--- src/dpsh_pkg.sv ---
// ----------------------------------------------------------------------------
// dpsh_pkg
// widths, constants and controller/datapath command type for the day profile
// ----------------------------------------------------------------------------
package dpsh_pkg;

  localparam int SAMPLE_BITS = 16;
  localparam int DAY_HOURS   = 24;
  localparam int HOUR_BITS   = 5;
  localparam int TMAX_BITS   = 12;

  localparam logic [HOUR_BITS-1:0] LAST_HOUR      = HOUR_BITS'(DAY_HOURS - 1);
  localparam logic [TMAX_BITS-1:0] CENTI_PER_HOUR = TMAX_BITS'(100);
  localparam logic [TMAX_BITS-1:0] TMAX_SLOPE     = TMAX_BITS'(33);
  localparam logic [TMAX_BITS-1:0] DAY_CENTI      = TMAX_BITS'(100 * DAY_HOURS);

  typedef struct packed {
    logic                 load;     // take a sample beat
    logic [HOUR_BITS-1:0] hour;     // hour of the sample being taken
    logic                 resolve;  // settle sunrise and sunset with the wrap
    logic                 diff;     // sunset minus noon, modulo a day
    logic                 calc;     // max temperature time
  } dpsh_cmd_t;

endpackage

--- src/dpsh_ctrl.sv ---
// ----------------------------------------------------------------------------
// dpsh_ctrl
// hour counter and end-of-day sequencer
// ----------------------------------------------------------------------------
module dpsh_ctrl (
  input  logic                clk,
  input  logic                rst,
  input  logic                start,
  output logic                busy,
  output logic                done,
  output dpsh_pkg::dpsh_cmd_t cmd
);

  localparam logic [2:0] ST_IDLE    = 3'd0;
  localparam logic [2:0] ST_RESOLVE = 3'd1;
  localparam logic [2:0] ST_DIFF    = 3'd2;
  localparam logic [2:0] ST_CALC    = 3'd3;
  localparam logic [2:0] ST_EMIT    = 3'd4;

  logic [2:0]                     state;
  logic [2:0]                     state_next;
  logic [dpsh_pkg::HOUR_BITS-1:0] hour;
  logic                           accept;

  assign busy   = (state != ST_IDLE);
  assign done   = (state == ST_EMIT);
  assign accept = start && !busy;

  always_comb begin
    state_next = state;
    unique case (state)
      ST_IDLE: begin
        if (accept && (hour == dpsh_pkg::LAST_HOUR)) begin
          state_next = ST_RESOLVE;
        end
      end
      ST_RESOLVE: state_next = ST_DIFF;
      ST_DIFF:    state_next = ST_CALC;
      ST_CALC:    state_next = ST_EMIT;
      ST_EMIT:    state_next = ST_IDLE;
      default:    state_next = ST_IDLE;
    endcase
  end

  always_ff @(posedge clk) begin
    if (rst) begin
      state <= ST_IDLE;
      hour  <= '0;
    end else begin
      state <= state_next;
      if (accept) begin
        hour <= (hour == dpsh_pkg::LAST_HOUR) ? '0 : hour + 1'b1;
      end
    end
  end

  always_comb begin
    cmd.load    = accept;
    cmd.hour    = hour;
    cmd.resolve = (state == ST_RESOLVE);
    cmd.diff    = (state == ST_DIFF);
    cmd.calc    = (state == ST_CALC);
  end

endmodule

--- src/dpsh_datapath.sv ---
// ----------------------------------------------------------------------------
// dpsh_datapath
// running compares over the day's samples and end-of-day arithmetic
// ----------------------------------------------------------------------------
module dpsh_datapath (
  input  logic                                 clk,
  input  dpsh_pkg::dpsh_cmd_t                  cmd,
  input  logic [dpsh_pkg::SAMPLE_BITS-1:0]     sample,
  output logic [dpsh_pkg::HOUR_BITS-1:0]       sunrise_hour,
  output logic                                 sunrise_found,
  output logic [dpsh_pkg::HOUR_BITS-1:0]       noon_hour,
  output logic [dpsh_pkg::HOUR_BITS-1:0]       sunset_hour,
  output logic                                 sunset_found,
  output logic [dpsh_pkg::TMAX_BITS-1:0]       tmax_centihours
);

  logic [dpsh_pkg::SAMPLE_BITS-1:0] first_s;
  logic [dpsh_pkg::SAMPLE_BITS-1:0] prev_s;
  logic [dpsh_pkg::SAMPLE_BITS-1:0] max_s;
  logic                             rise_prev;
  logic                             rise1;
  logic [dpsh_pkg::HOUR_BITS-1:0]   cand_h;
  logic                             cand_ok;
  logic [dpsh_pkg::HOUR_BITS-1:0]   fall_h;
  logic                             fall_ok;
  logic [dpsh_pkg::HOUR_BITS-1:0]   diff_h;

  logic                             rise_now;
  logic                             fall_now;
  logic                             rise0;
  logic                             fall0;
  logic [dpsh_pkg::HOUR_BITS:0]     diff_wide;
  logic [dpsh_pkg::TMAX_BITS-1:0]   tmax_sum;

  assign rise_now = sample > prev_s;
  assign fall_now = prev_s > sample;
  // hour 0 against hour 23, known once the day is complete
  assign rise0    = first_s > prev_s;
  assign fall0    = prev_s > first_s;

  assign diff_wide = {1'b0, sunset_hour} + (dpsh_pkg::HOUR_BITS+1)'(dpsh_pkg::DAY_HOURS)
                   - {1'b0, noon_hour};
  assign tmax_sum  = ({{(dpsh_pkg::TMAX_BITS-dpsh_pkg::HOUR_BITS){1'b0}}, noon_hour}
                      * dpsh_pkg::CENTI_PER_HOUR)
                   + ({{(dpsh_pkg::TMAX_BITS-dpsh_pkg::HOUR_BITS){1'b0}}, diff_h}
                      * dpsh_pkg::TMAX_SLOPE);

  always_ff @(posedge clk) begin
    if (cmd.load) begin
      prev_s <= sample;
      if (cmd.hour == '0) begin
        first_s   <= sample;
        max_s     <= sample;
        noon_hour <= '0;
        cand_ok   <= 1'b0;
        fall_ok   <= 1'b0;
      end else begin
        rise_prev <= rise_now;
        if (cmd.hour == dpsh_pkg::HOUR_BITS'(1)) begin
          rise1 <= rise_now;
        end else if (rise_now && !rise_prev && !cand_ok) begin
          // first rise after a non-rise from hour 2 on
          cand_h  <= cmd.hour;
          cand_ok <= 1'b1;
        end
        if (fall_now) begin
          fall_h  <= cmd.hour;
          fall_ok <= 1'b1;
        end
        if (max_s < sample) begin
          max_s     <= sample;
          noon_hour <= cmd.hour;
        end
      end
    end

    if (cmd.resolve) begin
      priority if (rise1 && !rise0) begin
        sunrise_hour  <= dpsh_pkg::HOUR_BITS'(1);
        sunrise_found <= 1'b1;
      end else if (cand_ok) begin
        sunrise_hour  <= cand_h;
        sunrise_found <= 1'b1;
      end else begin
        sunrise_hour  <= '0;
        sunrise_found <= rise0;
      end
      priority if (fall_ok) begin
        sunset_hour  <= fall_h;
        sunset_found <= 1'b1;
      end else begin
        sunset_hour  <= '0;
        sunset_found <= fall0;
      end
    end

    if (cmd.diff) begin
      diff_h <= (diff_wide >= (dpsh_pkg::HOUR_BITS+1)'(dpsh_pkg::DAY_HOURS))
              ? dpsh_pkg::HOUR_BITS'(diff_wide - (dpsh_pkg::HOUR_BITS+1)'(dpsh_pkg::DAY_HOURS))
              : diff_wide[dpsh_pkg::HOUR_BITS-1:0];
    end

    if (cmd.calc) begin
      // sum stays below two days, one subtract wraps it
      tmax_centihours <= (tmax_sum >= dpsh_pkg::DAY_CENTI) ? tmax_sum - dpsh_pkg::DAY_CENTI
                                                          : tmax_sum;
    end
  end

endmodule

--- src/day_profile_sun_hours.sv ---
// ----------------------------------------------------------------------------
// day_profile_sun_hours
// sunrise, noon, sunset and max temperature time from 24 hourly samples
// ----------------------------------------------------------------------------
//  channel  | handshake          | payload
//  ---------+--------------------+------------------------------------------
//  sample   | start / busy       | sample
//  result   | done (one cycle)   | sunrise_hour, sunrise_found, noon_hour,
//           |                    | sunset_hour, sunset_found, tmax_centihours
//
//  one sample beat per cycle while busy is low; each beat updates running
//  compares against the previous sample, so no sample store is kept
//  after the 24th beat busy stays high through the wrap resolve, hour
//  difference, tmax and result states; done is high in the last of them
//  rst is synchronous and returns the hour counter to the first hour
//  the result cannot be stalled: it is shown for exactly one cycle
// ----------------------------------------------------------------------------
module day_profile_sun_hours (
  input  logic                               clk,
  input  logic                               rst,
  input  logic                               start,
  input  logic [dpsh_pkg::SAMPLE_BITS-1:0]   sample,
  output logic                               busy,
  output logic                               done,
  output logic [dpsh_pkg::HOUR_BITS-1:0]     sunrise_hour,
  output logic                               sunrise_found,
  output logic [dpsh_pkg::HOUR_BITS-1:0]     noon_hour,
  output logic [dpsh_pkg::HOUR_BITS-1:0]     sunset_hour,
  output logic                               sunset_found,
  output logic [dpsh_pkg::TMAX_BITS-1:0]     tmax_centihours
);

  dpsh_pkg::dpsh_cmd_t cmd;

  dpsh_ctrl u_ctrl (
    .clk   (clk),
    .rst   (rst),
    .start (start),
    .busy  (busy),
    .done  (done),
    .cmd   (cmd)
  );

  dpsh_datapath u_datapath (
    .clk             (clk),
    .cmd             (cmd),
    .sample          (sample),
    .sunrise_hour    (sunrise_hour),
    .sunrise_found   (sunrise_found),
    .noon_hour       (noon_hour),
    .sunset_hour     (sunset_hour),
    .sunset_found    (sunset_found),
    .tmax_centihours (tmax_centihours)
  );

endmodule

--- config.mk ---
export PLATFORM = sky130hd
export DESIGN_NAME = day_profile_sun_hours
export DESIGN_NICKNAME = d
export VERILOG_FILES = /design/src/dpsh_pkg.sv /design/src/dpsh_ctrl.sv /design/src/dpsh_datapath.sv /design/src/day_profile_sun_hours.sv
export SDC_FILE = /design/constraint.sdc
export NUM_CORES = 1
export LEC_CHECK = 0
export BUFFER_PORTS_ARGS = -buffer_cell sky130_fd_sc_hd__buf_4
export CORE_MARGIN = 5
export CORE_UTILIZATION = 54
export CTS_CLUSTER_DIAMETER = 80
export DETAILED_ROUTE_END_ITERATION = 8
export PLACE_DENSITY = 0.74
export SLEW_MARGIN = 15
export SYNTH_ARGS = -nofsm -noshare
export SYNTH_HDL_FRONTEND = slang
export SYNTH_SLANG_ARGS = --single-unit
--- constraint.sdc ---
create_clock -name clk -period 4.3 [get_ports clk]
set_input_delay 0.645 -clock clk [delete_from_list [all_inputs] [get_ports clk]]
set_output_delay 0.645 -clock clk [all_outputs]
set_load 0.005 [all_outputs]
Yosys cells after proc, flatten, opt, wreduce, memory -nomap -nowiden --
Index checks and enable logic that the tools add are counted.
Storage, ports and cells: register bits 104, bits of input ports 19, output and inout bits 31, logic and storage cells 82
Cells by class: add/subtract/negate cells 6, multipliers 2, order comparisons 7, equality and inequality tests 8, mux-type cells 12, bitwise operators 3, reductions and logical operators 25
Operators by type and width (number):
- $gt A16 B16 Y1 | 4
- $mux W16 | 2
- $lt A16 B16 Y1 | 1
- $mux W5 | 3
- $add A12 B11 Y12 | 1
- $ge A12 B12 Y1 const B | 1
- $mux W12 | 1
- $pmux W3 S4 | 1
- $sub A12 B12 Y12 const B | 1
- $mul A5 B6 Y11 const B | 1
- $mul A5 B5 Y10 const B | 1
- $reduce_and A3 Y1 | 3
- $reduce_and A2 Y1 | 4
- $add A5 B5 Y6 const B | 1
- $eq A3 B2 Y1 const B | 2
- $ge A6 B5 Y1 const B | 1
- $reduce_bool A2 Y1 | 3
- $sub A6 B5 Y6 | 1
- $add A5 B1 Y5 const B | 1
- $eq A5 B1 Y1 const B | 1
- $eq A5 B5 Y1 const B | 1
- $logic_and A1 B1 Y1 | 5
- $logic_not A5 Y1 | 1
- $sub A5 B5 Y5 const B | 1
- other kinds (11) | 21

Depth between registers and ports, before layout --
depth in word-level cells 6, depth in mapped cells 16, depth with buffers taken out 16

Modules after synthesis --
A second synthesis with hierarchy kept.
Second synthesis, totals: cell total of the unflattened synthesis 473, area total of the unflattened synthesis 5928.2 um^2
By module, submodules not included:
- dpsh_datapath | instances 1, cells each 429, area each 5492.8 um^2, sequential area each 2882.8 um^2
- dpsh_ctrl | instances 1, cells each 44, area each 435.4 um^2, sequential area each 160.2 um^2

Worst setup path after synthesis --
No wires, ideal clock.
path kind register -> register, start point register u_datapath.noon_hour[0] (netlist bit), end point register u_datapath.tmax_centihours[6] (netlist bit), data pin, setup time 260 ps, arrival time 4014 ps, data required time 4040 ps, path slack 26 ps, stages on the path, launching flop included 15, buffers on the path 1, period minus slack after synthesis 4274 ps, cell sequence edfxtp_1 -> ha_1 -> ha_1 -> ha_1 -> fa_1 -> xor2_1 -> ha_1 -> ha_1 -> ha_1 -> buf_6 -> and3_1 -> a2111o_1 -> o211ai_1 -> a31o_4 -> mux2_4
Between the ends: cells in the longest elaborated chain, start to end 4, elaborated cells between the ends (all ways) 5, classes of those cells add/sub (2); mul (1); order compare (1); mux (1)
RTL lines:
- start, declared | line dpsh_datapath.sv:11 | output logic [dpsh_pkg::HOUR_BITS-1:0] noon_hour,
- start signal, assigned | line dpsh_datapath.sv:72 | noon_hour <= cmd.hour;
- $mul A5 B5 Y10 * | line dpsh_datapath.sv:44 | * dpsh_pkg::CENTI_PER_HOUR)
- $add A12 B11 Y12 * | line dpsh_datapath.sv:45 | + ({{(dpsh_pkg::TMAX_BITS-dpsh_pkg::HOUR_BITS){1'b0}}, diff_h}
- $sub A12 B12 Y12 or $ge A12 B12 Y1 (tied branches) | line dpsh_datapath.sv:105 | tmax_centihours <= (tmax_sum >= dpsh_pkg::DAY_CENTI) ? tmax_sum - dpsh_pkg::DAY_CENTI
- $mux W12 * | line dpsh_datapath.sv:105
- end signal, assigned | line dpsh_datapath.sv:105
- end, declared | line dpsh_datapath.sv:14 | output logic [dpsh_pkg::TMAX_BITS-1:0] tmax_centihours
Every way passes the cells marked *; elsewhere a longest branch is shown, timed or not. A chain may end at the register's enable or synchronous reset.

Worst setup path after layout --
start point register u_datapath.noon_hour[1] (netlist bit), end point register u_datapath.tmax_centihours[6] (netlist bit), data pin
The elaborated chain is that of the path after synthesis.

==> results.yml <==
timing:
  setup_viol: 0
  period_needed_ps: 4220
  drv_slew: 0
  finalSetupTns_ps: 0
  holdWs_ps: 474
  fin_skew_ps: 10.0
  fmax_ghz: 0.237
  min_period_over_period_pct: 98.2
  worstMarginPinSlew_ps: 924
  maxSlewHeadroom_pct: 38.1
  hold_viol_final: 0
finish:
  area_growth_pct: 15.2
  layout.cells.non_filler: 695
  diodes: 0
  multiInputGateArea_sq_um: 2730
  fin_nets: 672
  fill_cells: 866
  fin_util_pct: 63.3
  drive_gt1_share_pct: 19.5
  seq_area_sq_um: 3040
synth:
  seq_area_frac_synth_pct: 51.1
  ys_ff_latch: 104
  synthArstFlopShare_pct: 0
  synth_cell_types: 60
  syn-num-nets: 602
  synth_area_sq_um: 5950
  syn_inst: 480
  synth-edff-count: 96
  synth.area.top_cells: "edfxtp_1, ha_1, inv_1"
  yosysWarnings: 0
  synth_top_area_cell: "edfxtp_1"
  ys.flop_type: "edfxtp_1"
  synth_area_per_cell_sq_um: 12.4
  synth_top_area_share_pct: 48.4
drt:
  wl_per_cell_um: 15.8
  wl_mm: 11.0
  ant_nets: 0
  drt_iter0_markers: 242
  viasPerCell: 5.41
  drcViolationCount: 0
  vias: 3759
  first_pass_iters: 5
placed_design:
  place_inst: 674
  globalplace.congestion: 0.807
  dp_hpwl_mm: 8.46
  port_buffers: 49
worst_setup_path:
  r2r_slack_ps: 80
  path_cells: "ha_1 > ha_1 > ha_2 > fa_2 > xor2_1 > ha_1 > ha_1 > ha_1 > buf_4 > a211oi_2 > a21oi_1 > xnor2_2 > a31o_4 > mux2_4"
  critical_path_class: "reg2reg"
  cp_max_fo: 6
  cp.arrival_ps: 4350
  reg2reg_from: "u_datapath.noon_hour[1]"
  crit_family: "adder cells"
  crit_slowest_cell: "edfxtp_1"
  worst_r2r_endpoint: "u_datapath.tmax_centihours[6]"
  endpoint_kind: "register"
  worst_ep_required_time_ps: 4430
  max_stage_delay_ps: 450
  path_buf_inv: 1
  reg2regPathDepth: 14
  cp-startpoint: "u_datapath.noon_hour[1]"
  path_common_cell: "ha_1"
  start_kind: "register"
power:
  power.density_nw_per_um2: 497
  peakVddDrop_mv: 0.396
  p_leak_nw: 3.07
clock_network:
  numCtsBuffers: 9
  clk_path_buf_depth: 2
  cts_tree: "built"
  clock_latency_ps: 370
  cts_root_buffer: "clkbuf_8"
  cts_sinks: 104
  clkTransAtPathRegs_ps: 100
  cts_hold_buf: 0
  cts.htree.levels: 3
floorplanning:
  die_y_um: 115
  core_area_sq_um: 10800
  rows: 38
  start_util_pct: 54.9
  ios: 50
  dieArea_sq_um: 13200
  die_w_um: 115
grt:
  grt_pass1_vias: 3902
  grt.overflow.total: 0
  grt_max_degree: 26
  grt_antenna_before_repair: 0
  grt_pass1_wl_mm: 18.4
  grtUsageTotal_pct: 17.5
worst_hold_path:
  hold_class: "in2reg"
  hold_path_end: "u_datapath.max_s[9]"
  hold_depth: 1
  hold_start: "sample[9]"
job:
  drv_cap: 0
run_status:
  run_status: "finished, final reports clean"
-- state kept, by name, summed over array words and instances, names as in the netlist, 5 cells and up --
name,count
u_datapath.fall_h,5
u_ctrl.hour,5
u_datapath.diff_h,5
u_datapath.cand_h,5
u_datapath.sunrise_hour,5
u_datapath.tmax_centihours,12
u_datapath.max_s,16
u_datapath.prev_s,16
u_datapath.sunset_hour,5
u_datapath.first_s,16
u_datapath.noon_hour,5
-- per-layer routing --
layer | vias to the layer above | share of wire, % | global-route usage, %
met5 | - | 0 | 0
met2 | 60 | 51 | 30.1
met1 | 1791 | 45 | 23.1
li1 | 1901 | - | -
met4 | 0 | 0.72 | 4.23
met3 | 7 | 3.8 | 3.11
-- metrics by stage --
| stage | power (W) | instance area (sq um) | worst slack (ps) |
|---|---|---|---|
| 2_1_floorplan | 0.00233 | 5950 | 26.0 |
| 4_1_cts | 0.00332 | 6780 | 38.7 |
| 5_1_grt | 0.00367 | 6860 | -72.4 |
| 3_5_place_dp | 0.00267 | 6550 | -5.85 |
| 3_3_place_gp | 0.00261 | 6550 | 124 |
| 6_report | 0.00341 | 6860 | 77.2 |
-- cell usage in the layout, fill, tap and decap left out, types with 3 or more instances in the layout --
cell type	count
edfxtp_1	96
a21oi_2	3
xor2_1	8
xnor2_1	9
and2_1	5
nand2b_1	4
nand2_1	22
dfxtp_1	8
inv_1	57
a21oi_1	27
ha_4	3
nand4_1	8
nor3b_1	4
nor3_1	13
a21o_1	16
o21a_1	3
buf_4	65
ha_1	96
clkinvlp_4	3
nor2_1	17
nor2b_1	7
a211oi_2	3
clkbuf_8	10
o21ai_0	8
nand3_1	7
-- layout make-up --
cell class / count / share of cell area [%]
Multi-Input combinational cell: 312 / 39.8
Timing Repair Buffer: 65 / 7.11
Inverter: 58 / 3.17
Clock buffer: 10 / 2.01
Clock inverter: 6 / 0.966
Tap cell: 140 / 2.55
Sequential cell: 104 / 44.3
-- worst reg2reg max path, stage by stage (launching register included) --
cell	delay, ps
edfxtp_1	450
ha_1	330
ha_1	290
ha_2	200
fa_2	420
xor2_1	180
ha_1	310
ha_1	300
ha_1	290
buf_4	170
a211oi_2	200
a21oi_1	140
xnor2_2	190
a31o_4	230
mux2_4	290
-- timing repair --
action                     CTS  global route
cloned                       0             0
pin swaps                    0            10
resized for setup            1            11
setup buffers                1             4
setup endpoints to repair    1             6
-- cells by family after synthesis --
logic type / synth area share [%]
mux: 0.609
buf+inv: 4.29
compound gates: 10.0
xor+xnor: 3.05
simple gates: 8.93
flops: 51.1
fa+ha+maj: 22.0
-- Yosys cell counts, types with 4 or more instances --
cell and count:
nand3_1 7, nand4_1 8, and2_1 5, xor2_1 8, dfxtp_1 8, nand2_1 22, nor2_1 17, edfxtp_1 96
nor2b_1 8, nor3b_1 5, clkbuf_1 4, nor3_1 13, a21o_1 16, xnor2_1 9, a21oi_1 30, inv_1 57
o21ai_0 8, ha_1 100, nand2b_1 4
-- power breakdown --
group	total (W)	internal, W	switching (W)	leakage, nW
registers	0.00126	0.00122	0.0000308	0.970
clock network	0.000627	0.000286	0.000341	0.0949
logic	0.00153	0.000751	0.000779	2.00
total	0.00341	0.00226	0.00115	3.07
-- worst max-delay path by stage --
stage / endpoint / slack, ps / cells past startpoint
final: u_datapath.tmax_centihours[6] / 80 / 14
after detailed placement: u_datapath.tmax_centihours[6] / -6 / 14
after global routing: u_datapath.tmax_centihours[6] / -70 / 14
after global placement: u_datapath.tmax_centihours[6] / 120 / 15
after floorplan: u_datapath.tmax_centihours[6] / 30 / 14
after CTS: u_datapath.tmax_centihours[6] / 40 / 13
No activity file was read; power rests on OpenSTA's default activity.
